<file path="src/hw/rtl/mqtt_inbound_frame_parser_core_macros.svh">
// ---------------------------------------------------------------------------
// mqtt inbound frame parser assertion macros
// shared concurrent check forms for the parser rtl
// ---------------------------------------------------------------------------
`ifndef MQTT_INBOUND_FRAME_PARSER_CORE_MACROS_SVH
`define MQTT_INBOUND_FRAME_PARSER_CORE_MACROS_SVH

// same-cycle implication, gated off during reset
`define MIFP_ASSERT_NOW(label, clk, rst_n, ante, cons) \
    label: assert property (@(posedge clk) disable iff (!rst_n) (ante) |-> (cons)) \
        else $error("mifp: same-cycle check failed");

// next-cycle implication, gated off during reset
`define MIFP_ASSERT_NEXT(label, clk, rst_n, ante, cons) \
    label: assert property (@(posedge clk) disable iff (!rst_n) (ante) |=> (cons)) \
        else $error("mifp: next-cycle check failed");

`endif

</file>
<file path="src/hw/rtl/mifp_pkg.sv">
// ---------------------------------------------------------------------------
// mifp_pkg
// shared codes, widths and types of the mqtt inbound frame parser
// ---------------------------------------------------------------------------
package mifp_pkg;

    // byte class codes
    localparam logic [1:0] CLS_NONE    = 2'd0;
    localparam logic [1:0] CLS_TOPIC   = 2'd1;
    localparam logic [1:0] CLS_PAYLOAD = 2'd2;
    localparam logic [1:0] CLS_SKIP    = 2'd3;

    // status codes
    localparam logic [2:0] ST_NONE    = 3'd0;
    localparam logic [2:0] ST_ACCEPT  = 3'd1;
    localparam logic [2:0] ST_DROP    = 3'd2;
    localparam logic [2:0] ST_LEN_ERR = 3'd3;
    localparam logic [2:0] ST_OTHER   = 3'd4;

    // beat kind on the input side
    localparam logic MODE_BYTE = 1'b0;
    localparam logic MODE_TICK = 1'b1;

    // publish type nibble, the only type whose body is split
    localparam logic [3:0] PKT_PUBLISH = 4'h3;

    // keepalive timing
    localparam int unsigned KA_SEC_W   = 16;
    localparam int unsigned ELAPSED_W  = 25;
    localparam int unsigned HALF_MS_W  = 10;
    localparam logic [KA_SEC_W-1:0]  KA_SEC_RESET = 16'd60;
    localparam logic [HALF_MS_W-1:0] KA_HALF_MS   = 10'd500;

    // remaining length and topic widths
    localparam int unsigned LEN_W  = 28;
    localparam int unsigned TLEN_W = 16;

    // per-beat result of the frame parser
    typedef struct packed {
        logic [1:0] byte_class;
        logic [7:0] data_byte;
        logic       packet_end;
        logic [2:0] status;
    } t_frame_res;

endpackage

</file>
<file path="src/hw/rtl/mqtt_inbound_frame_parser_core.sv">
// ---------------------------------------------------------------------------
// mqtt_inbound_frame_parser_core
// mqtt 3.1.1 fixed header and publish parser with keepalive ping timer
// ---------------------------------------------------------------------------
// each input beat is either a byte from the broker (tuser 0) or a one ms tick
// (tuser 1) and yields exactly one output beat; bytes walk the fixed header,
// the remaining length varint and the body, splitting publish bodies into
// topic and payload bytes, while ticks advance the keepalive timer; the block
// takes one beat per clock whenever the sink keeps m_axis_tready high; each
// beat passes through the input register and then the output register; a
// keepalive write goes to the keepalive_seconds register and from there
// into the registered half-window threshold that ticks are compared with
module mqtt_inbound_frame_parser_core (
    input  logic                          i_clk,
    input  logic                          i_rst_n,
    // input beats
    input  logic                          s_axis_tvalid,
    output logic                          s_axis_tready,
    input  logic [7:0]                    s_axis_tdata,  // [7:0] rx_byte
    input  logic [0:0]                    s_axis_tuser,  // [0] mode
    // result beats
    output logic                          m_axis_tvalid,
    input  logic                          m_axis_tready,
    // [7:0] data_byte, [11:8] packet_type, [13:12] qos_level,
    // [16:14] status, [17] ping_request, [23:18] zero
    output logic [23:0]                   m_axis_tdata,
    output logic [1:0]                    m_axis_tuser,  // [1:0] byte_class
    output logic                          m_axis_tlast,  // packet_end
    // keepalive_seconds register
    input  logic                          i_cfg_we,
    input  logic [mifp_pkg::KA_SEC_W-1:0] i_cfg_wdata
);
    import mifp_pkg::*;

    // input stage
    logic       r_in_valid;
    logic       r_in_mode;
    logic [7:0] r_in_byte;

    // output stage
    logic       r_out_valid;
    logic [1:0] r_cls;
    logic [7:0] r_data;
    logic [7:0] r_hdr;
    logic       r_end;
    logic [2:0] r_status;
    logic       r_ping;

    logic       w_advance;   // input stage moves into the output stage
    logic       w_in_take;
    logic       w_step;
    logic       w_tick;
    t_frame_res w_res;
    logic [7:0] w_hdr;
    logic       w_refresh;
    logic       w_ping;

    // output register frees when empty or drained this cycle
    // no beat is taken while reset is held
    assign w_advance     = r_in_valid && (!r_out_valid || m_axis_tready);
    assign s_axis_tready = i_rst_n && (!r_in_valid || w_advance);
    assign w_in_take     = s_axis_tvalid && s_axis_tready;

    assign w_step = w_advance && (r_in_mode == MODE_BYTE);
    assign w_tick = w_advance && (r_in_mode == MODE_TICK);

    mifp_frame u_frame (
        .i_clk     (i_clk),
        .i_rst_n   (i_rst_n),
        .i_step    (w_step),
        .i_byte    (r_in_byte),
        .o_res     (w_res),
        .o_header  (w_hdr),
        .o_refresh (w_refresh)
    );

    // a completed packet counts as link traffic and restarts the window
    mifp_keepalive u_keepalive (
        .i_clk       (i_clk),
        .i_rst_n     (i_rst_n),
        .i_cfg_we    (i_cfg_we),
        .i_cfg_wdata (i_cfg_wdata),
        .i_tick      (w_tick),
        .i_refresh   (w_refresh),
        .o_ping      (w_ping)
    );

    always_ff @(posedge i_clk) begin
        if (!i_rst_n) begin
            r_in_valid  <= 1'b0;
            r_out_valid <= 1'b0;
        end else begin
            if (w_in_take) begin
                r_in_valid <= 1'b1;
            end else if (w_advance) begin
                r_in_valid <= 1'b0;
            end
            if (w_advance) begin
                r_out_valid <= 1'b1;
            end else if (m_axis_tready) begin
                r_out_valid <= 1'b0;
            end
        end
    end

    // payload registers
    always_ff @(posedge i_clk) begin
        if (w_in_take) begin
            r_in_mode <= s_axis_tuser[0];
            r_in_byte <= s_axis_tdata;
        end
        if (w_advance) begin
            r_cls    <= w_res.byte_class;
            r_data   <= w_res.data_byte;
            r_hdr    <= w_hdr;
            r_end    <= w_res.packet_end;
            r_status <= w_res.status;
            r_ping   <= w_ping;
        end
    end

    assign m_axis_tvalid = r_out_valid;
    assign m_axis_tdata  = {6'b0, r_ping, r_status, r_hdr[2:1], r_hdr[7:4], r_data};
    assign m_axis_tuser  = r_cls;
    assign m_axis_tlast  = r_end;

endmodule

</file>
<file path="src/hw/rtl/mifp_frame.sv">
// ---------------------------------------------------------------------------
// mifp_frame
// fixed header, remaining length and publish body state machine
// ---------------------------------------------------------------------------
`include "mqtt_inbound_frame_parser_core_macros.svh"

module mifp_frame (
    input  logic                  i_clk,
    input  logic                  i_rst_n,
    input  logic                  i_step,
    input  logic [7:0]            i_byte,
    output mifp_pkg::t_frame_res  o_res,
    output logic [7:0]            o_header,
    output logic                  o_refresh
);
    import mifp_pkg::*;

    localparam logic [2:0] PH_HEADER  = 3'd0;
    localparam logic [2:0] PH_LENGTH  = 3'd1;
    localparam logic [2:0] PH_TLEN_HI = 3'd2;
    localparam logic [2:0] PH_TLEN_LO = 3'd3;
    localparam logic [2:0] PH_TOPIC   = 3'd4;
    localparam logic [2:0] PH_PKTID   = 3'd5;
    localparam logic [2:0] PH_PAYLOAD = 3'd6;
    localparam logic [2:0] PH_SKIP    = 3'd7;

    logic [2:0]        r_phase, n_phase;
    logic [7:0]        r_hdr, n_hdr;
    logic [1:0]        r_lbc, n_lbc;
    logic [LEN_W-1:0]  r_bl, n_bl;
    logic [7:0]        r_tlen_hi, n_tlen_hi;
    logic [TLEN_W-1:0] r_tleft, n_tleft;
    logic [1:0]        r_id, n_id;

    logic [LEN_W-1:0]  w_digit;
    logic [LEN_W-1:0]  w_sum;
    logic [LEN_W-1:0]  w_bl_dec;
    logic [TLEN_W-1:0] w_tlen;
    logic [TLEN_W-1:0] w_tl_dec;
    logic [1:0]        w_id_dec;
    logic              w_to_pktid;
    logic [2:0]        w_nxt;
    t_frame_res        w_res;

    // varint digit placed at 7 bits per length byte already seen
    always_comb begin
        case (r_lbc)
            2'd0:    w_digit = {21'b0, i_byte[6:0]};
            2'd1:    w_digit = {14'b0, i_byte[6:0], 7'b0};
            2'd2:    w_digit = {7'b0, i_byte[6:0], 14'b0};
            default: w_digit = {i_byte[6:0], 21'b0};
        endcase
    end

    assign w_sum      = r_bl + w_digit;
    assign w_bl_dec   = r_bl - LEN_W'(1);
    assign w_tlen     = {r_tlen_hi, i_byte};
    assign w_tl_dec   = r_tleft - TLEN_W'(1);
    assign w_id_dec   = r_id - 2'd1;
    assign w_to_pktid = (r_hdr[2:1] != 2'd0) && (w_bl_dec >= LEN_W'(2));

    always_comb begin
        n_phase   = r_phase;
        n_hdr     = r_hdr;
        n_lbc     = r_lbc;
        n_bl      = r_bl;
        n_tlen_hi = r_tlen_hi;
        n_tleft   = r_tleft;
        n_id      = r_id;
        w_nxt     = r_phase;
        w_res     = '{byte_class: CLS_NONE, data_byte: 8'd0, packet_end: 1'b0,
                      status: ST_NONE};
        if (i_step) begin
            case (r_phase)
                PH_HEADER: begin
                    n_hdr   = i_byte;
                    n_lbc   = 2'd0;
                    n_bl    = '0;
                    n_phase = PH_LENGTH;
                end
                PH_LENGTH: begin
                    n_bl = w_sum;
                    if (i_byte[7]) begin
                        if (r_lbc == 2'd3) begin
                            w_res.status = ST_LEN_ERR;
                            n_phase      = PH_HEADER;
                            n_lbc        = 2'd0;
                            n_bl         = '0;
                        end else begin
                            n_lbc = r_lbc + 2'd1;
                        end
                    end else if (w_sum == '0) begin
                        w_res.packet_end = 1'b1;
                        w_res.status     = (r_hdr[7:4] == PKT_PUBLISH) ? ST_DROP : ST_OTHER;
                        n_phase          = PH_HEADER;
                    end else begin
                        n_phase = (r_hdr[7:4] == PKT_PUBLISH) ? PH_TLEN_HI : PH_SKIP;
                    end
                end
                default: begin
                    n_bl = w_bl_dec;
                    case (r_phase)
                        PH_TLEN_HI: begin
                            n_tlen_hi = i_byte;
                            w_nxt     = PH_TLEN_LO;
                        end
                        PH_TLEN_LO: begin
                            n_tleft = w_tlen;
                            if (w_tlen != '0) begin
                                w_nxt = PH_TOPIC;
                            end else if (w_to_pktid) begin
                                w_nxt = PH_PKTID;
                                n_id  = 2'd2;
                            end else begin
                                w_nxt = PH_PAYLOAD;
                            end
                        end
                        PH_TOPIC: begin
                            w_res.byte_class = CLS_TOPIC;
                            w_res.data_byte  = i_byte;
                            n_tleft          = w_tl_dec;
                            if (w_tl_dec == '0) begin
                                if (w_to_pktid) begin
                                    w_nxt = PH_PKTID;
                                    n_id  = 2'd2;
                                end else begin
                                    w_nxt = PH_PAYLOAD;
                                end
                            end
                        end
                        PH_PKTID: begin
                            n_id = w_id_dec;
                            if (w_id_dec == 2'd0) begin
                                w_nxt = PH_PAYLOAD;
                            end
                        end
                        PH_PAYLOAD: begin
                            w_res.byte_class = CLS_PAYLOAD;
                            w_res.data_byte  = i_byte;
                        end
                        default: begin
                            w_res.byte_class = CLS_SKIP;
                        end
                    endcase
                    if (w_bl_dec == '0) begin
                        w_res.packet_end = 1'b1;
                        if (r_phase == PH_SKIP) begin
                            w_res.status = ST_OTHER;
                        end else if (w_nxt == PH_PKTID || w_nxt == PH_PAYLOAD) begin
                            w_res.status = ST_ACCEPT;
                        end else begin
                            w_res.status = ST_DROP;
                        end
                        w_nxt = PH_HEADER;
                    end
                    n_phase = w_nxt;
                end
            endcase
        end
    end

    always_ff @(posedge i_clk) begin
        if (!i_rst_n) begin
            r_phase   <= PH_HEADER;
            r_hdr     <= 8'd0;
            r_lbc     <= 2'd0;
            r_bl      <= '0;
            r_tlen_hi <= 8'd0;
            r_tleft   <= '0;
            r_id      <= 2'd0;
        end else begin
            r_phase   <= n_phase;
            r_hdr     <= n_hdr;
            r_lbc     <= n_lbc;
            r_bl      <= n_bl;
            r_tlen_hi <= n_tlen_hi;
            r_tleft   <= n_tleft;
            r_id      <= n_id;
        end
    end

    assign o_res     = w_res;
    assign o_header  = n_hdr;
    assign o_refresh = w_res.packet_end;

    `MIFP_ASSERT_NEXT(a_end_to_header, i_clk, i_rst_n, i_step && w_res.packet_end,
        r_phase == PH_HEADER)
    `MIFP_ASSERT_NOW(a_lenerr_no_end, i_clk, i_rst_n, w_res.status == ST_LEN_ERR,
        !w_res.packet_end && r_phase == PH_LENGTH)
    `MIFP_ASSERT_NOW(a_pktid_count, i_clk, i_rst_n, r_phase == PH_PKTID, r_id != 2'd0)

endmodule

</file>
<file path="src/hw/rtl/mifp_keepalive.sv">
// ---------------------------------------------------------------------------
// mifp_keepalive
// millisecond counter and half-window ping request
// ---------------------------------------------------------------------------
`include "mqtt_inbound_frame_parser_core_macros.svh"

module mifp_keepalive (
    input  logic                          i_clk,
    input  logic                          i_rst_n,
    input  logic                          i_cfg_we,
    input  logic [mifp_pkg::KA_SEC_W-1:0] i_cfg_wdata,
    input  logic                          i_tick,
    input  logic                          i_refresh,
    output logic                          o_ping
);
    import mifp_pkg::*;

    localparam int unsigned PROD_W = KA_SEC_W + HALF_MS_W;

    logic [KA_SEC_W-1:0]  r_ks;
    logic [ELAPSED_W-1:0] r_thresh;
    logic [ELAPSED_W-1:0] r_elapsed, n_elapsed;
    logic [ELAPSED_W-1:0] w_inc;
    logic [PROD_W-1:0]    w_prod;
    logic                 w_ping;

    // half window in ms, computed from r_ks and registered into r_thresh
    assign w_prod = {{HALF_MS_W{1'b0}}, r_ks} * {{KA_SEC_W{1'b0}}, KA_HALF_MS};

    assign w_inc  = (r_elapsed == {ELAPSED_W{1'b1}}) ? r_elapsed
                                                     : r_elapsed + ELAPSED_W'(1);
    assign w_ping = i_tick && (r_ks != '0) && (w_inc >= r_thresh);

    always_comb begin
        n_elapsed = r_elapsed;
        if (i_tick) begin
            n_elapsed = w_ping ? '0 : w_inc;
        end else if (i_refresh) begin
            n_elapsed = '0;
        end
    end

    always_ff @(posedge i_clk) begin
        if (!i_rst_n) begin
            r_ks      <= KA_SEC_RESET;
            r_thresh  <= '0;
            r_elapsed <= '0;
        end else begin
            if (i_cfg_we) begin
                r_ks <= i_cfg_wdata;
            end
            r_thresh  <= w_prod[ELAPSED_W-1:0];
            r_elapsed <= n_elapsed;
        end
    end

    assign o_ping = w_ping;

    `MIFP_ASSERT_NEXT(a_ping_clears, i_clk, i_rst_n, w_ping, r_elapsed == '0)
    `MIFP_ASSERT_NOW(a_off_no_ping, i_clk, i_rst_n, r_ks == '0, !w_ping)
    `MIFP_ASSERT_NEXT(a_idle_holds, i_clk, i_rst_n, !i_tick && !i_refresh,
        r_elapsed == $past(r_elapsed))

endmodule

</file>
<file path="config.mk">
export PLATFORM = sky130hd
export DESIGN_NAME = mqtt_inbound_frame_parser_core
export DESIGN_NICKNAME = d
export VERILOG_FILES = /design/src/hw/rtl/mifp_pkg.sv /design/src/hw/rtl/mqtt_inbound_frame_parser_core.sv /design/src/hw/rtl/mifp_frame.sv /design/src/hw/rtl/mifp_keepalive.sv
export VERILOG_INCLUDE_DIRS = /design/src /design/src/hw/rtl
export SDC_FILE = /design/constraint.sdc
export NUM_CORES = 1
export LEC_CHECK = 0
export BUFFER_PORTS_ARGS = -buffer_cell sky130_fd_sc_hd__buf_2
export CAP_MARGIN = 20
export CORE_ASPECT_RATIO = 1.25
export CORE_MARGIN = 8
export CORE_UTILIZATION = 30
export CTS_CLUSTER_DIAMETER = 100
export CTS_CLUSTER_SIZE = 25
export DETAILED_ROUTE_END_ITERATION = 16
export HOLD_SLACK_MARGIN = 0.06
export PLACE_DENSITY_LB_ADDON = 0.08
export SETUP_SLACK_MARGIN = 0.3
export SLEW_MARGIN = 25
export SYNTH_ARGS = -nofsm -noshare
export SYNTH_HDL_FRONTEND = slang
export SYNTH_HIERARCHICAL = 1
export SYNTH_SLANG_ARGS = --single-unit
export TNS_END_PERCENT = 100
</file>
<file path="constraint.sdc">
create_clock -name i_clk -period 6.5 [get_ports i_clk]
set_input_delay 0.325 -clock i_clk [delete_from_list [all_inputs] [get_ports i_clk]]
set_output_delay 0.325 -clock i_clk [all_outputs]
set_load 0.02 [all_outputs]
</file>
Word-level counts from Yosys, hierarchy flattened
Index checks and enable logic that the tools add are counted.
{ "word_totals": {"ff_bits": 167, "inputBits": 30, "output_inout_bits": 29} }
{ "op_classes": {"n_addsub": 6, "multipliers": 1, "order_cmp": 2, "eq_ne": 18, "mux": 46, "n_bitwise": 4, "reduce_logical": 38} }
{ "ops": {"columns": ["op", "count"], "rows": [
  ["25-bit 2-to-1 mux", 4],
  ["28-bit one-hot mux with 3 select lines", 1],
  ["28-bit zero test", 2],
  ["28-bit 2-to-1 mux", 2],
  ["28-bit one-hot mux with 2 select lines", 1],
  ["3-bit 2-to-1 mux", 13],
  ["16-bit one-hot mux with 2 select lines", 1],
  ["16-bit nonzero test", 2],
  ["28-bit adder", 1],
  ["28-bit by 2-bit greater-or-equal comparator with 1-bit output, second input constant", 1],
  ["28-bit by 1-bit subtractor with 28-bit output, second input constant", 1],
  ["25-bit by 1-bit adder with 25-bit output, second input constant", 1],
  ["25-bit equality test, second input constant", 1],
  ["25-bit greater-or-equal comparator", 1],
  ["16-bit by 7-bit multiplier with 23-bit output, second input constant", 1],
  ["3-bit equality test, second input constant", 6],
  ["16-bit zero test", 1],
  ["2-bit 2-to-1 mux", 8],
  ["8-bit 2-to-1 mux", 2],
  ["16-bit by 1-bit subtractor with 16-bit output, second input constant", 1],
  ["4-bit 2-to-1 mux", 3],
  ["2-bit one-hot mux with 3 select lines", 2],
  ["3-bit one-hot mux with 4 select lines", 1],
  ["2-bit nonzero test", 6],
  ["27 further kinds", 52]
]} }

Depth between registers and ports, before layout
Gate-level depths: netlist of the first run.
{ "logic_depth": {"word_depth": 17, "depth_mapped": 20, "depth_no_buf": 18} }

By module
Netlist of the first run, hierarchy kept.
{ "modules_own_cells": {"columns": ["mod", "n_inst", "cells_per_inst", "area_per_inst_um2", "seq_area_each_um2"], "rows": [
  ["mifp_frame", 1, 924, 6610.1, 1341.3],
  ["mifp_keepalive", 1, 666, 6164.7, 1281.2],
  ["mqtt_inbound_frame_parser_core", 1, 50, 1069.8, 940.9]
]} }

Worst setup path before layout of the first run
Ideal clock, no wire load.
{ "synth_timing": {"path_kind": "reg2reg", "start": "register u_frame.r_lbc[1]", "end": "register u_keepalive.r_elapsed[16]", "setup_time_ns": 0.117, "arrival_time_ns": 4.692, "required_ns": 6.383, "setup_slack_ns": 1.691, "path_stages_with_launch": 20, "path_buffers": 3, "synth_period_minus_slack_ns": 4.809, "cell_sequence": "dfxtp_1 inv_1 ha_1 nor2b_1 and2_1 ha_1 clkbuf_1 inv_1 or3_1 o21a_1 o311ai_0 xor2_1 or4b_1 nor4b_1 nand4_1 o32ai_1 nor3_1 clkbuf_1 clkbuf_1 a32o_1"} }
{ "synth_via": {"elab_chain_len": 9, "word_cells_on_any_way": 11, "classes_between": "add/sub: 1; eq/ne: 2; mux: 5; reduce/logical: 3"} }
{ "synth_rtl": {"columns": ["item", "line", "text"], "rows": [
  ["start: declaration", "mifp_frame.sv:29", "logic [1:0] r_lbc, n_lbc;"],
  ["start signal: assignment", "mifp_frame.sv:174", "r_lbc <= n_lbc;"],
  ["2-bit equality test (tied with other cells)", "mifp_frame.sv:47", "case (r_lbc)"],
  ["28-bit one-hot mux with 3 select lines (*)", "mifp_frame.sv:47", null],
  ["28-bit adder (*)", "mifp_frame.sv:55", "assign w_sum = r_bl + w_digit;"],
  ["28-bit zero test (*)", "mifp_frame.sv:92", "end else if (w_sum == '0) begin"],
  ["4-bit 2-to-1 mux (*)", "mifp_frame.sv:92", null],
  ["1-bit 2-to-1 mux (*)", "mifp_frame.sv:83", "if (i_byte[7]) begin"],
  ["4-bit one-hot mux with 2 select lines (*)", "mifp_frame.sv:74", "case (r_phase)"],
  ["4-bit 2-to-1 mux (*)", "mifp_frame.sv:73", "if (i_step) begin"],
  ["via w_refresh", "mqtt_inbound_frame_parser_core.sv:55", "logic w_refresh;"],
  ["2-bit nonzero test (no source line) (*)", null, null],
  ["end signal: assignment", "mifp_keepalive.sv:53", "r_elapsed <= n_elapsed;"],
  ["end: declaration", "mifp_keepalive.sv:22", "logic [ELAPSED_W-1:0] r_elapsed, n_elapsed;"]
]} }
Mark *: on every way through the listed nets, which the timed path passes. The rest lies on a longest branch.
A chain may end at the register's enable or synchronous reset.

Worst setup path after layout of the first run
{ "layout_timing": {"start": "register u_frame.r_lbc[0]", "end": "register u_keepalive.r_elapsed[13]"} }
Same word-level chain as after synthesis.

==> metrics, run 1 <==
synth warn 6; clk sinks 161; final antenna-violating net count 0; clk slew on worst S/H paths 0.07 ns; GRT Resource Usage Total 0.167; Post-Syn Area 13800 um^2; met1 GRT Util 0.182; layout cells sized above 1 0.0833; CTS tree built; initial DRC count 813; initial core utilization 0.301; MaxCap Viol Count 0; vias per inst 5.38; first-pass GRT wire length 70100 um; Avg WL per Cell 19.8 um; aggregate routed wire length 44700 um; reg2reg path depth 18; placed cells 2215; Post-CTS Setup Inserts 0; CTS Root Cell clkbuf_16; Layout Area Growth over Synthesis 10.7%; status finished, final reports clean; DRC Markers 0; fin cells 2254; CP Cell Sequence ha_1, nor2b_1, and2_1, ha_1, fa_1, a21o_1, a221oi_2, buf_4, o21ai_0, or3_1, a222oi_1, nor4b_1, nor4b_1, nand4_1, o32ai_2, nor3_4, a21oi_1, nor2_1; CP Capture Type flop; CP required 6.84 ns; worst skew pair latency 0.46 ns; clock skew 0.0118 ns; Setup CP Type flop to flop; met2 usage 0.324; CTS H-tree depth 4; vias in the first global route 12228; Core ar. 45700 um^2; dpl cell area 14600 um^2; worst-case clock buffer depth 2; Port Buf Inserts 52; HP Class input pin to flop; Via Count 12134; met3 usage 0.0202; TNS Setup 0 ns; Slew Limit Fails 0; layer with the highest usage met2; RD Place Congestion 0.898; RR Endpoint u_keepalive/r_elapsed[13]; CP max-delay cell o32ai_2; grt total ovfl 0; Worst EP arrival 6.02 ns; Pre-antenna DRT Iters 5; PwrDens 238 nW/um^2; r2r setup slk 0.81 ns; Layout Cell Area excl Fill 15200 um^2; Synth Instances 1634; leak pwr 6.29 nW; nets@finish 1868; Fmax 0.176 GHz; crit-path leading delay family simple AND/OR/NAND/NOR gates; Core Rows 88; die height 256 um; Final Util 0.333; Mean Syn Cell Area 8.43 um^2; hold endpoint u_keepalive/r_ks[5]; WP buf/inv 1; chip width 208 um; Die Area 53100 um^2; RR Startpoint u_frame/r_lbc[0]; hold_sp i_cfg_wdata[5]; max incr delay on CP 0.48 ns; Worst Hold Depth 3; RSZ-0062 raised after global routing no; final hold vios 0; Peak VDD IR 0.000192 V; pin count of the biggest net entering global routing 53; Rel. slew slack 0.271; Worst-Margin Slew 1.09 ns; Tmin final 5.69 ns; diode count 0; Num CTS Buffers 17; initial antenna violation count 0; IO Pins 59; Crit Path Max Fanout 21; Final Setup Violations 0; Final Cycle Share 0.875; Setup crit start kind flop; Post-DP HPWL 35400 um
==> stage by stage <==
step / total power [W] / hold WS (ns) / setup slack, ns
detailed placement: 0.00263 / 0.487 / 0.572
finish: 0.00363 / 0.0873 / 0.813
global placement: 0.00263 / 0.477 / 0.806
CTS: 0.00371 / 0.0629 / 0.554
global route: 0.00392 / 0.0675 / 0.374
floorplan: 0.00225 / 0.424 / 1.69
==> layout make-up <==
cell class,count,area (um^2)
Fill cell,4824,30500
Multi-Input combinational cell,1272,9460
Sequential cell,161,3520
Tap cell,585,732
Clock buffer,20,489
Inverter,129,484
Timing Repair Buffer,75,450
Clock inverter,12,101
==> layout by cell type (no fill, tap or decap), types with 22 or more instances in the layout <==
cell and instances:
dfxtp_1 131, and2_1 65, nand4_1 31, a21o_1 22, or3_1 22, nor4_1 34, nand3_1 51, xor2_1 26
nor3_1 48, o21ai_0 82, nor2_1 152, inv_1 128, a21oi_1 94, buf_2 52, xnor2_1 42, fa_1 55
ha_1 127, mux2i_1 25, edfxtp_1 30, nand2_1 99
==> state kept, by name, summed over array words and instances, names as in the netlist <==
name and count:
u_keepalive/r_ks 16, u_frame/r_hdr 6, r_ping 1, u_frame/r_lbc 2, u_frame/r_id 2, r_status 3
r_data 8, m_axis_tlast 1, m_axis_tvalid 1, r_in_mode 1, r_hdr 6, u_keepalive/r_thresh 23
u_frame/r_tleft 16, u_keepalive/r_elapsed 25, u_frame/r_tlen_hi 8, r_in_valid 1, r_in_byte 8, u_frame/r_phase 3
m_axis_tuser 2, u_frame/r_bl 28
==> routing by layer <==
metal / vias up / routed length (um)
met5: - / 0
met4: 0 / 1420
met3: 59 / 1180
met2: 237 / 24300
met1: 5909 / 17800
li1: 5929 / -
==> how the worst max path moves through the flow <==
stage | startpoint | to | slack (ns) | depth (start not counted)
after floorplan | u_frame/r_lbc[1] | u_keepalive/r_elapsed[16] | 1.69 | 19
after global placement | u_frame/r_lbc[0] | u_keepalive/r_elapsed[21] | 0.81 | 16
after detailed placement | u_frame/r_lbc[0] | u_keepalive/r_elapsed[21] | 0.57 | 16
after CTS | u_frame/r_lbc[0] | u_keepalive/r_elapsed[21] | 0.55 | 18
after global routing | u_frame/r_lbc[0] | u_keepalive/r_elapsed[21] | 0.37 | 18
final | u_frame/r_lbc[0] | u_keepalive/r_elapsed[13] | 0.81 | 18
==> where the power goes <==
part	switching [W]	leakage [nW]	internal, W	total (W)
registers	0.0000489	1.35	0.00109	0.00114
clock network	0.000462	0.286	0.000582	0.00104
logic	0.000847	4.65	0.000597	0.00144
==> worst register-to-register path: stages (launching register included) <==
cell and delay (ns):
dfxtp_1 0.42, ha_1 0.38, nor2b_1 0.17, and2_1 0.20, ha_1 0.21, fa_1 0.41, a21o_1 0.22, a221oi_2 0.21
buf_4 0.17, o21ai_0 0.19, or3_1 0.42, a222oi_1 0.34, nor4b_1 0.40, nor4b_1 0.42, nand4_1 0.23, o32ai_2 0.48
nor3_4 0.24, a21oi_1 0.37, nor2_1 0.09
==> repair_timing <==
action | CTS | global route
hold buffers | 7 | 0
hold endpoints to repair | 7 | 0
resized for setup | 0 | 2
endpoints found under the setup margin | 0 | 11
Note: power is estimated with default switching activity, not from simulation.
==> inputs of run 2 (changes only) <==
--- a/config.mk
+++ b/config.mk
@@ -9,7 +9,7 @@
 export BUFFER_PORTS_ARGS = -buffer_cell sky130_fd_sc_hd__buf_2
 export CAP_MARGIN = 20
 export CORE_ASPECT_RATIO = 1.25
-export CORE_MARGIN = 8
+export CORE_MARGIN = 10
 export CORE_UTILIZATION = 30
 export CTS_CLUSTER_DIAMETER = 100
 export CTS_CLUSTER_SIZE = 25
==> run 2 against run 1 <==
  * Non-clock buffer count shrank 5
  * Critical path depth shrank 1
  * Combinational power is essentially flat
  * Cell count shrank 0.53%
  * Routed wire length grew 2.9%
  * Clock power shrank 4%
  * Global-route usage grew 0.25 points
  * Power shrank 1.4%
  * Largest cell class unchanged
==> metrics, run 2 (same netlist as run 1, synthesis figures left out) <==
status finished, final reports clean (unchanged); Rel. slew slack 0.335 (was 0.271); worst setup path endpoint u_keepalive/r_elapsed[9] (was u_keepalive/r_elapsed[13]); MaxCap Viol Count 0 (unchanged); clk slew on worst S/H paths 0.06 ns (was 0.07 ns); r2r setup slk 0.66 ns (was 0.81 ns); Layout Cell Area excl Fill 15200 um^2 (about the same); Post-DP HPWL 36100 um (was 35400 um); initial core utilization 0.304 (was 0.301); Final Cycle Share 0.898 (was 0.875); reg2reg path depth 17 (was 18); PwrDens 236 nW/um^2 (was 238 nW/um^2); Critical Path Source u_frame/r_lbc[0] (unchanged); Layout Area Growth over Synthesis 10.0% (was 10.7%); Peak VDD IR 0.000204 V (was 0.000192 V); pin count of the biggest net entering global routing 63 (was 53); Fmax 0.171 GHz (was 0.176 GHz); Avg WL per Cell 20.5 um (was 19.8 um); Final Setup Violations 0 (unchanged); final antenna-violating net count 0 (unchanged); Regs by FF count u_frame/r_bl: 28 flops, u_keepalive/r_elapsed: 25 flops, u_keepalive/r_thresh: 23 flops (unchanged); grt total ovfl 0 (unchanged); RR Startpoint u_frame/r_lbc[0] (unchanged); DRC Markers 0 (unchanged); CP max-delay cell a221oi_2 (was o32ai_2); TNS Setup 0 ns (unchanged); CTS tree built (unchanged); CTS H-tree depth 4 (unchanged); met2 routed WL 25900 um (was 24300 um); aggregate routed wire length 46000 um (was 44700 um); Largest Register u_frame/r_bl (unchanged); Worst EP arrival 6.19 ns (was 6.02 ns); commonest non-fill, non-tap cell in the layout nor2_1 (unchanged); Core ar. 45300 um^2 (was 45700 um^2); Num CTS Buffers 17 (unchanged); Worst Hold Depth 1 (was 3); worst-case clock buffer depth 2 (unchanged); RD Place Congestion 0.853 (was 0.898); Port Buf Inserts 52 (unchanged); Setup CP Type flop to flop (unchanged); Psw 0.00134 W (was 0.00136 W); final hold vios 0 (unchanged); Core Rows 87 (was 88); leak pwr 6.25 nW (was 6.29 nW); clock skew 0.0154 ns (was 0.0118 ns); final hold slack 0.0809 ns (was 0.0873 ns); CP Cell Sequence ha_1, nor2b_1, and2_1, ha_1, fa_1, a21o_1, a221oi_2, o21ai_0, or3_1, a222oi_1, nor4b_1, nor4b_1, nand4_1, o32ai_2, nor3_4, a31o_1, a32o_1 (was ha_1, nor2b_1, and2_1, ha_1, fa_1, a21o_1, a221oi_2, buf_4, o21ai_0, or3_1, a222oi_1, nor4b_1, nor4b_1, nand4_1, o32ai_2, nor3_4, a21oi_1, nor2_1); Pre-antenna DRT Iters 5 (unchanged); HP Class input pin to flop (unchanged); initial antenna violation count 0 (unchanged); die height 260 um (was 256 um); met3 wire len 1240 um (was 1180 um); clock share of power 0.280 (was 0.288); Final Util 0.335 (was 0.333); flip-flop count of the largest register after layout 28 (unchanged); Logic pwr share 0.401 (was 0.398); CP required 6.85 ns (was 6.84 ns); top layer in use met4 (unchanged); Worst-Margin Slew 0.989 ns (was 1.09 ns); nets@finish 1863 (was 1868); register share of total power 0.319 (was 0.314); chip width 212 um (was 208 um); Tmin final 5.84 ns (was 5.69 ns); max incr delay on CP 0.48 ns (about the same); CP Capture Type flop (unchanged); GRT Resource Usage Total 0.170 (was 0.167); Setup crit start kind flop (unchanged); Crit Path Max Fanout 21 (unchanged); RSZ-0062 raised after global routing no (unchanged); vias per inst 5.41 (was 5.38); sw frac 0.376 (was 0.374); M1 WL 17400 um (was 17800 um); vias in the first global route 12553 (was 12228); first-pass GRT wire length 71900 um (was 70100 um); initial DRC count 638 (was 813); worst skew pair latency 0.46 ns (about the same); diode count 0 (unchanged); dpl cell area 14500 um^2 (was 14600 um^2); layout cells sized above 1 0.0829 (was 0.0833); Slew Limit Fails 0 (unchanged); Via Count 12131 (was 12134); CTS Root Cell clkbuf_16 (unchanged); IO Pins 59 (unchanged); Pint 0.00223 W (was 0.00227 W); RR Endpoint u_keepalive/r_elapsed[9] (was u_keepalive/r_elapsed[13]); commonest non-fill, non-tap cells in the layout nor2_1 (151), dfxtp_1 (131), inv_1 (128) (was nor2_1 (152), dfxtp_1 (131), inv_1 (128)); Post-CTS Setup Inserts 0 (unchanged); clk sinks 161 (unchanged); Die Area 54900 um^2 (was 53100 um^2)
run 2: cell types whose count changed in the layout (fill, tap and decap cells not counted), sizes merged:
cell and change:
inv +1, dlygate4sd3 -2, buf -3, clkbuf +1, clkinv -2
run 2: metal layers:
metal	GRT usage	vias to the layer above
met1	0.172	5954
li1	-	5908
met4	0.0730	0
met2	0.336	205
met5	0	-
met3	0.0204	64
run 2: worst max-delay path, delay by kind of cell, from the launching register on:
kind,cells,cell delay [ns]
flip-flops,1,0.42
AO/OA/AOI/OAI,7,2.28
adder cells (fa/ha/maj),3,0.94
AND/OR/NAND/NOR,7,2.09
run 2: timing repair:
action | 4_1_cts | 5_1_grt
hold buffers | 5 | 0
gates resized for setup | 0 | 2
endpoints found under the setup margin | 0 | 12
endpoints found under the hold margin | 5 | 0
run 2: worst min-delay path by stage:
stage	startpoint	endpoint	slack [ns]
after global routing	s_axis_tdata[2]	r_in_byte[2]	0.07
final	s_axis_tdata[2]	r_in_byte[2]	0.08
after detailed placement	u_frame/r_id[0]	u_frame/r_id[0]	0.49
after CTS	s_axis_tdata[2]	r_in_byte[2]	0.06
after floorplan	s_axis_tdata[0]	r_in_byte[0]	0.42
after global placement	u_keepalive/r_elapsed[20]	u_keepalive/r_elapsed[20]	0.48
run 2: area by class of cell:
class | count | area, um^2
clock inverter | 11 | 101
multi-input combinational | 1272 | 9450
timing repair buffer | 70 | 408
fill | 4845 | 30100
tap | 578 | 723
clock buffer | 21 | 460
inverter | 129 | 484
sequential | 161 | 3520
run 2: power groups by stage:
stage | registers, W | clock network [W] | logic [W]
after global placement | 0.00116 | 0 | 0.00146
after floorplan | 0.00115 | 0 | 0.00111
after CTS | 0.00114 | 0.00104 | 0.00147
after detailed placement | 0.00116 | 0 | 0.00145
final | 0.00114 | 0.00100 | 0.00143
after global routing | 0.00115 | 0.00107 | 0.00165
run 2: stage by stage:
step | std cells | setup slack, ns | total power, W
floorplan | 1639 | 1.69 | 0.00225
global placement | 2205 | 0.746 | 0.00262
detailed placement | 2205 | 0.461 | 0.00262
CTS | 2242 | 0.446 | 0.00365
global route | 2242 | 0.381 | 0.00387
finish | 2242 | 0.661 | 0.00358
